`src/design/lkv_pkg.sv`:
```
// ----------------------------------------------------------------------------
// LRU key-value cache package
// Shared widths, defaults, command codes and the cell control bundle.
// ----------------------------------------------------------------------------
package lkv_pkg;

    localparam int ENTRIES_DEF  = 16;
    localparam int KEY_BITS_DEF = 16;
    localparam int LOOKUP_KEY_W = 16;
    localparam int VALUE_W      = 32;
    localparam int CAP_W        = 5;
    localparam int CAP_RESET    = 16;

    localparam logic CMD_GET = 1'b0;
    localparam logic CMD_PUT = 1'b1;

    typedef struct packed {
        logic exec;
        logic clear;
        logic put;
        logic full;
        logic hit;
    } lkv_ctrl_t;

endpackage

```
`src/design/lkv_cell.sv`:
```
// ----------------------------------------------------------------------------
// LRU key-value cache cell
// One recency slot: compares its key, passes hit and value down the chain,
// and takes its upper neighbor's entry when the row shifts.
// ----------------------------------------------------------------------------
module lkv_cell
    import lkv_pkg::*;
#(
    parameter int KEY_BITS = KEY_BITS_DEF
) (
    input  logic                       aclk,
    input  logic                       aresetn,
    input  lkv_ctrl_t                  ctrl,
    input  logic [KEY_BITS-1:0]        key,
    input  logic [KEY_BITS-1:0]        prev_key,
    input  logic signed [VALUE_W-1:0]  prev_value,
    input  logic                       prev_valid,
    input  logic                       hit_in,
    input  logic signed [VALUE_W-1:0]  val_in,
    output logic                       hit_out,
    output logic signed [VALUE_W-1:0]  val_out,
    output logic [KEY_BITS-1:0]        key_q,
    output logic signed [VALUE_W-1:0]  value_q,
    output logic                       valid_q
);

    logic [KEY_BITS-1:0]       key_reg;
    logic signed [VALUE_W-1:0] value_reg;
    logic                      valid_reg;
    logic                      match;
    logic                      shift;

    assign match   = valid_reg && (key_reg == key);
    assign hit_out = hit_in || match;
    assign val_out = match ? value_reg : val_in;

    // on a hit shift the slots up to and including the match; on a put miss shift the row
    assign shift = ctrl.exec &&
                   (ctrl.hit ? !hit_in : (ctrl.put && (!ctrl.full || valid_reg)));

    always_ff @(posedge aclk) begin
        if (!aresetn) begin
            valid_reg <= 1'b0;
        end else if (ctrl.clear) begin
            valid_reg <= 1'b0;
        end else if (shift) begin
            valid_reg <= prev_valid;
        end
    end

    always_ff @(posedge aclk) begin
        if (shift) begin
            key_reg   <= prev_key;
            value_reg <= prev_value;
        end
    end

    assign key_q   = key_reg;
    assign value_q = value_reg;
    assign valid_q = valid_reg;

endmodule

```
`src/design/lru_key_value_cache.sv`:
```
// ----------------------------------------------------------------------------
// LRU key-value cache
// Fully associative key to value cache with least-recently-used replacement,
// built as a row of recency-ordered cells; slot 0 holds the most recent word.
//
//   channel  | ports                                   | direction
//   ---------+-----------------------------------------+----------
//   input    | s_valid s_ready s_cmd s_lookup_key      | in
//            | s_store_value                           |
//   result   | m_valid m_ready m_found m_read_value    | out
//   config   | cfg_valid cfg_ready cfg_capacity        | in
//
// One word per cycle unless a get stalls on m_ready; a get's result is registered.
// The request register and the match ripple along the cell row set the pace.
// Reset and capacity writes clear all valid bits at once; no clearing pass.
// A get waits in the request register while an earlier result is not taken.
// A put gives no result word.
// ----------------------------------------------------------------------------
module lru_key_value_cache
    import lkv_pkg::*;
#(
    parameter int ENTRIES  = ENTRIES_DEF,
    parameter int KEY_BITS = KEY_BITS_DEF
) (
    input  logic                          aclk,
    input  logic                          aresetn,
    input  logic                          s_valid,
    output logic                          s_ready,
    input  logic                          s_cmd,
    input  logic [LOOKUP_KEY_W-1:0]       s_lookup_key,
    input  logic signed [VALUE_W-1:0]     s_store_value,
    output logic                          m_valid,
    input  logic                          m_ready,
    output logic                          m_found,
    output logic signed [VALUE_W-1:0]     m_read_value,
    input  logic                          cfg_valid,
    output logic                          cfg_ready,
    input  logic [CAP_W-1:0]              cfg_capacity
);

    localparam int CNT_W         = $clog2(ENTRIES + 1);
    localparam int CAP_RESET_EFF = (CAP_RESET > ENTRIES) ? ENTRIES : CAP_RESET;

    logic                      busy_reg;
    logic                      cmd_reg;
    logic [KEY_BITS-1:0]       key_reg;
    logic signed [VALUE_W-1:0] value_reg;
    logic [CNT_W-1:0]          fill_reg;
    logic [CNT_W-1:0]          fill_next;
    logic [CNT_W-1:0]          cap_reg;
    logic [CNT_W-1:0]          cap_next;
    logic                      m_valid_reg;
    logic                      m_found_reg;
    logic signed [VALUE_W-1:0] m_value_reg;

    logic                      exec;
    logic                      cfg_wr;
    logic                      hit;
    logic signed [VALUE_W-1:0] new_value;
    lkv_ctrl_t                 ctrl;

    logic [KEY_BITS-1:0]       key_q   [ENTRIES];
    logic signed [VALUE_W-1:0] value_q [ENTRIES];
    logic                      valid_q [ENTRIES];
    logic                      hit_c   [ENTRIES+1];
    logic signed [VALUE_W-1:0] val_c   [ENTRIES+1];

    assign exec      = busy_reg && ((cmd_reg == CMD_PUT) || !m_valid_reg || m_ready);
    assign s_ready   = !busy_reg || exec;
    assign cfg_ready = !busy_reg;
    assign cfg_wr    = cfg_valid && cfg_ready;

    assign hit       = hit_c[ENTRIES];
    assign new_value = (cmd_reg == CMD_PUT) ? value_reg : val_c[ENTRIES];

    assign ctrl.exec  = exec;
    assign ctrl.clear = cfg_wr;
    assign ctrl.put   = (cmd_reg == CMD_PUT);
    assign ctrl.full  = (fill_reg >= cap_reg);
    assign ctrl.hit   = hit;

    assign hit_c[0] = 1'b0;
    assign val_c[0] = '0;

    for (genvar i = 0; i < ENTRIES; i++) begin : g_cell
        logic [KEY_BITS-1:0]       pk;
        logic signed [VALUE_W-1:0] pv;
        logic                      pvld;
        if (i == 0) begin : g_head
            assign pk   = key_reg;
            assign pv   = new_value;
            assign pvld = 1'b1;
        end else begin : g_body
            assign pk   = key_q[i-1];
            assign pv   = value_q[i-1];
            assign pvld = valid_q[i-1];
        end
        lkv_cell #(
            .KEY_BITS (KEY_BITS)
        ) u_cell (
            .aclk       (aclk),
            .aresetn    (aresetn),
            .ctrl       (ctrl),
            .key        (key_reg),
            .prev_key   (pk),
            .prev_value (pv),
            .prev_valid (pvld),
            .hit_in     (hit_c[i]),
            .val_in     (val_c[i]),
            .hit_out    (hit_c[i+1]),
            .val_out    (val_c[i+1]),
            .key_q      (key_q[i]),
            .value_q    (value_q[i]),
            .valid_q    (valid_q[i])
        );
    end

    always_comb begin
        if (cfg_capacity == '0) begin
            cap_next = CNT_W'(1);
        end else if (int'(cfg_capacity) > ENTRIES) begin
            cap_next = CNT_W'(ENTRIES);
        end else begin
            cap_next = CNT_W'(cfg_capacity);
        end
    end

    always_comb begin
        fill_next = fill_reg;
        if (cfg_wr) begin
            fill_next = '0;
        end else if (exec && ctrl.put && !hit && !ctrl.full) begin
            fill_next = fill_reg + CNT_W'(1);
        end
    end

    always_ff @(posedge aclk) begin
        if (!aresetn) begin
            busy_reg    <= 1'b0;
            m_valid_reg <= 1'b0;
            fill_reg    <= '0;
            cap_reg     <= CNT_W'(CAP_RESET_EFF);
        end else begin
            fill_reg <= fill_next;
            if (cfg_wr) begin
                cap_reg <= cap_next;
            end
            if (s_valid && s_ready) begin
                busy_reg <= 1'b1;
            end else if (exec) begin
                busy_reg <= 1'b0;
            end
            if (exec && (cmd_reg == CMD_GET)) begin
                m_valid_reg <= 1'b1;
            end else if (m_ready) begin
                m_valid_reg <= 1'b0;
            end
        end
    end

    always_ff @(posedge aclk) begin
        if (s_valid && s_ready) begin
            cmd_reg   <= s_cmd;
            key_reg   <= KEY_BITS'(s_lookup_key);
            value_reg <= s_store_value;
        end
        if (exec && (cmd_reg == CMD_GET)) begin
            m_found_reg <= hit;
            m_value_reg <= val_c[ENTRIES];
        end
    end

    assign m_valid      = m_valid_reg;
    assign m_found      = m_found_reg;
    assign m_read_value = m_value_reg;

endmodule

```
`config.mk`:
```
export PLATFORM = sky130hd
export DESIGN_NAME = lru_key_value_cache
export DESIGN_NICKNAME = d
export VERILOG_FILES = /design/src/design/lkv_pkg.sv /design/src/design/lkv_cell.sv /design/src/design/lru_key_value_cache.sv
export SDC_FILE = /design/constraint.sdc
export NUM_CORES = 1
export LEC_CHECK = 0
export ABC_AREA = 1
export BUFFER_PORTS_ARGS = -buffer_cell sky130_fd_sc_hd__clkbuf_2
export CORE_UTILIZATION = 63
export CTS_BUF_LIST = sky130_fd_sc_hd__clkbuf_16
export CTS_CLUSTER_DIAMETER = 40
export DETAILED_ROUTE_END_ITERATION = 10
export PLACE_DENSITY = 0.88
export SYNTH_ARGS = -nofsm -noshare
export SYNTH_HDL_FRONTEND = slang
export SYNTH_HIERARCHICAL = 1
export SYNTH_SLANG_ARGS = --single-unit
```
`constraint.sdc`:
```
create_clock -name aclk -period 8.77 [get_ports aclk]
set_input_delay 0.4385 -clock aclk [delete_from_list [all_inputs] [get_ports aclk]]
set_output_delay 0.4385 -clock aclk [all_outputs]
set_load 0.1 [all_outputs]
```
---- Yosys cells after proc, flatten, opt, wreduce, memory -nomap -nowiden ----
Cells that the tools add are included.
word-level totals
  flip-flop bits (word level) ............. 878
  bits in latches ......................... 0
  bits in writable memories ............... 0
  bits in read-only memories .............. 0
  input bits .............................. 59
  output and inout bits ................... 36
  memories kept ........................... 0
cells by class
  add/subtract/negate cells ............... 1
  multipliers ............................. 0
  divide/modulo/power cells ............... 0
  order comparisons ....................... 2
  equal/unequal tests ..................... 16
  shifts and indexed selects .............. 0
  multiplexer cells ....................... 39
  bitwise operators ....................... 2
  reductions and logical operators ........ 112
operator list
  kind                                                            number
  32-bit two-way mux                                              17
  16-bit == test                                                  16
  1-bit logical AND                                               55
  1-bit logical OR                                                34
  1-bit two-way mux                                               20
  1-bit logical NOT                                               19
  5-bit two-way mux                                               2
  5-bit by 1-bit adder with 5-bit output (second input constant)  1
  5-bit greater-or-equal comparator                               1
  5-bit > comparator (second input constant)                      1
  5-bit logical NOT                                               1
  2-bit nonzero test                                              2
  1-bit NOT                                                       2
  2-bit OR reduction                                              1

---- Depth between registers and ports, before layout ----
  depth in word-level cells ............... 20
  depth in mapped cells ................... 44

---- Hierarchy ----
The synthesis kept the hierarchy.
by module, submodules not included
  module               times used  cells an instance  area an instance (µm²)
  lkv_cell             16          246                2388.5
  lru_key_value_cache  1           288                3559.7

---- Least setup slack after synthesis ----
OpenSTA, ideal clock, no wires.
  kind .................................... reg2reg
  start point ............................. register key_reg[13], in the netlist g_cell[0].pk[13]
  end point ............................... register g_cell[0].u_cell.key_reg[0], enable pin
  setup time .............................. 532 ps
  arrival time ............................ 7288 ps
  required time ........................... 8238 ps
  path slack .............................. 950 ps
  cell stages (with the launch flop) ...... 40
  cells stage by stage .................... edfxtp_1 > inv_2 > or2_2 > nand3_1 > nor2_4 > nand3_4 > buf_6 > nand2_1 > inv_1 > nand2_1 > inv_1 > nand2_1 > inv_1 > nand2_1 > inv_1 > nand2_1 > inv_1 > nand2_1 > [... 4 more ...] > inv_1 > nand2_1 > inv_1 > nand2_1 > inv_1 > nand2_1 > inv_1 > nand2_1 > inv_1 > nand2_1 > inv_1 > nand2_1 > inv_1 > nand2_1 > inv_1 > nand2_1 > nand3b_1 > a21boi_0
RTL lines
  element                 RTL line                    source
  start, declared         lru_key_value_cache.sv:46   logic [KEY_BITS-1:0] key_reg;
  start signal, assigned  lru_key_value_cache.sv:164  key_reg <= KEY_BITS'(s_lookup_key);
  end signal, assigned    lkv_cell.sv:53              key_reg <= prev_key;
  end, declared           lkv_cell.sv:27              logic [KEY_BITS-1:0] key_reg;

==> run_results.csv <==
group,metric,value,unit
critical_path,end_kind,"flip-flop",
flow_run,cap_viol_max_count,0,
detailed_routing,drtIter0Drc,3761,
global_routing,grt_pass1_wl,157700,um
detailed_routing,drtAntennaViolNets,0,
floorplanning,io-pin-count,95,
floorplanning,die_area,0.06735,mm2
detailed_routing,dr_total_vias,30960,
floorplanning,core-area,0.06563,mm2
power_and_ir_drop,cellLeakagePower,20.05,nW
logic_synthesis,synth_common_cells,"nand2_1 (1771), edfxtp_1 (850), nand4_1 (518), inv_1 (388), nor2_1 (167)",
logic_synthesis,synth-edff-count,850,
power_and_ir_drop,power_frac_seq,47.8,%
critical_path,slowest_stage,"edfxtp_1",
detailed_routing,vias_per_cell,5.807,
cells_and_area,area_growth,12.70,%
logic_synthesis,ys_async_sr_fraction,0,%
sta,max_slew.worst_pin.slew,1.204,ns
clocking,cts_setup_buffers,0,
power_and_ir_drop,power_density,213.6,mW/mm2
logic_synthesis,ys.flop_type,"edfxtp_1",
logic_synthesis,synth_warnings,6,
logic_synthesis,synth-seq-cells,878,
sta,finalCriticalPeriod,7.411,ns
logic_synthesis,synth_area_leaders,"edfxtp_1 (61%), nand2_1 (16%), nand4_1 (7.8%)",
sta,slew_violations,0,
clocking,numCtsBuffers,112,
logic_synthesis,syn_area,0.04178,mm2
global_routing,grt_max_degree,51,
critical_path,crit_type,"reg -> reg",
power_and_ir_drop,p_comb_share,6.2,%
place,dpl.hpwl,66780,um
global_routing,antenna_found_initial,4,
logic_synthesis,synth_top_area_share,61.10,%
critical_path,cp.arrival,7.76,ns
logic_synthesis,synth-seq-area-share,62.44,%
clocking,cts_tree,"yes",
place,routabilityCongestion,0.8809,
clocking,clock-sinks,878,
detailed_routing,drcViolationCount,0,
logic_synthesis,yosys.area.top_type,"edfxtp_1",
place,dpl_cell_area,0.04276,mm2
worst_hold_path,hold_path.class,"in -> reg",
logic_synthesis,syn-mean-instance-area,9.890,um2
power_and_ir_drop,intPower,7.690,mW
critical_path,crit_top_cell,"nand2_1",
place,io_buffer_count,94,
critical_path,max_stage_delay,1.00,ns
sta,timing.final.ws_setup,1.359,ns
cells_and_area,drive_gt1_share,10.95,%
global_routing,grt_usage,29.61,%
cells_and_area,largest_reg_flops,512,
floorplanning,die_w,259.5,um
cells_and_area,stdcell_area,0.04708,mm2
detailed_routing,dr.pass1.iters,8,
clocking,path_clk_slew,0.06,ns
detailed_routing,avgRoutedWirePerCell,18.54,um
power_and_ir_drop,ir_worst_vdd,0.2039,mV
global_routing,grt_overflow_total,0,
floorplanning,die_h,259.5,um
sta,post-route-period-util,84.51,%
cells_and_area,fillers,4045,
sta,tns,0,ns
clocking,htreeDepth,3,
logic_synthesis,syn_inst,4224,
floorplanning,rows,94,
power_and_ir_drop,pwr-share-clk,46.0,%
detailed_routing,wirelength,98820,um
power_and_ir_drop,swShare,23.52,%
cells_and_area,final_nets,4434,
clocking,cts_root_buf,"clkbuf_16",
sta,setup_viol,0,
clocking,clockBufferDepth,3,
place,place_ws,1.682,ns
logic_synthesis,yosysMostFrequentCell,"nand2_1",
logic_synthesis,ys_types,30,
power_and_ir_drop,switchingPower,2.365,mW
sta,skew,0.03175,ns
critical_path,cp_data_required_time,9.12,ns
critical_path,startpoint_type,"flip-flop",
clocking,insertion_delay,0.69,ns
critical_path,crit_fanout,35,
outcome,status,"finished clean",
cells_and_area,final_util,71.74,%
sta,fmax,134.9,MHz
sta,hold_viol,0,
floorplanning,initial_core_util,63.66,%
sta,rsz0062_at_grt,"false",
global_routing,grt_pass1_vias,30210,
sta,max_slew_margin,19.50,%
==> power by group through the flow <==
stage	Clock (mW)	Combinational [mW]	Sequential, mW
2_1_floorplan	0	0.359	4.92
3_3_place_gp	0	0.551	4.87
3_5_place_dp	0	0.578	4.88
4_1_cts	4.66	0.606	4.80
5_1_grt	4.84	0.680	4.81
6_report	4.63	0.622	4.80
==> layout by cell type (no fill, tap or decap), types with 28 or more instances in the layout <==
| master | instances |
|---|---|
| o21ai_1 | 32 |
| edfxtp_1 | 850 |
| clkbuf_2 | 94 |
| clkbuf_16 | 113 |
| dfxtp_1 | 28 |
| xor2_1 | 33 |
| conb_1 | 34 |
| inv_1 | 400 |
| or2_2 | 48 |
| buf_4 | 55 |
| nor2_1 | 166 |
| dlygate4sd3_1 | 49 |
| nand2_1 | 1771 |
| nand4_1 | 518 |
| nand3b_1 | 32 |
| nor2_4 | 33 |
==> cells by family after synthesis <==
logic type | share of synthesized area [%]
AOI/OAI and AO/OA | 0.8416
xor gates and xnor gates | 0.6919
adders and majority gates | 0.1797
buffers and inverters | 6.918
DFF | 62.44
other | 0.01798
and+or+nand+nor | 28.91
==> worst max-delay path, delay by kind of cell (launching register included) <==
| kind | cells | cell delay, ns |
|---|---|---|
| AOI/OAI and AO/OA | 1 | 0.91 |
| and+or+nand+nor | 23 | 3.57 |
| buffers and inverters | 17 | 1.57 |
| DFF | 1 | 1.00 |
==> layer usage <==
metal	global-route usage, %	part of all wire, %
met5	0	0
met2	50.16	49
met4	12.39	3.8
met1	37.90	38
met3	4.892	8.7
==> through the flow <==
stage / std cells / hold WS [ns] / total power, mW
finish: 5331 / 0.06886 / 10.06
global route: 5329 / 0.06557 / 10.33
CTS: 5326 / 0.003790 / 10.06
detailed placement: 5070 / 0.4333 / 5.463
global placement: 5070 / 0.4281 / 5.425
floorplan: 4256 / 0.4264 / 5.284
==> worst paths after layout <==
path	from	endpoint	slack (ns)	depth (start not counted)
setup / recovery	g_cell[0].pk[13]	g_cell[4].u_cell/value_q[7]	1.36	41
hold / removal	cfg_capacity[3]	cap_reg[3]	0.07	3
setup reg to reg	g_cell[0].pk[13]	g_cell[4].u_cell/value_q[7]	1.36	41
hold reg to reg	g_cell[6].u_cell/value_q[1]	g_cell[7].u_cell/value_q[1]	0.43	0
==> timing repair <==
item | in CTS | in global routing
setup endpoints to repair | 0 | 0
hold buffers | 47 | 2
hold endpoints to repair | 47 | 2
gates resized for setup | 0 | 0
==> layout make-up <==
| cell class | count | area, um2 | area share [%] |
|---|---|---|---|
| well taps | 864 | 1081 | 2.296 |
| repair buffers | 198 | 1374 | 2.918 |
| inverters | 425 | 1598 | 3.394 |
| flip-flops and latches | 878 | 26090 | 55.41 |
| clock buffers | 113 | 2828 | 6.006 |
| clock inverters | 96 | 998.5 | 2.121 |
| diodes | 3 | 7.507 | 0.01595 |
| multi-input cells | 2754 | 13110 | 27.84 |
No activity file was read; power rests on OpenSTA's default activity.
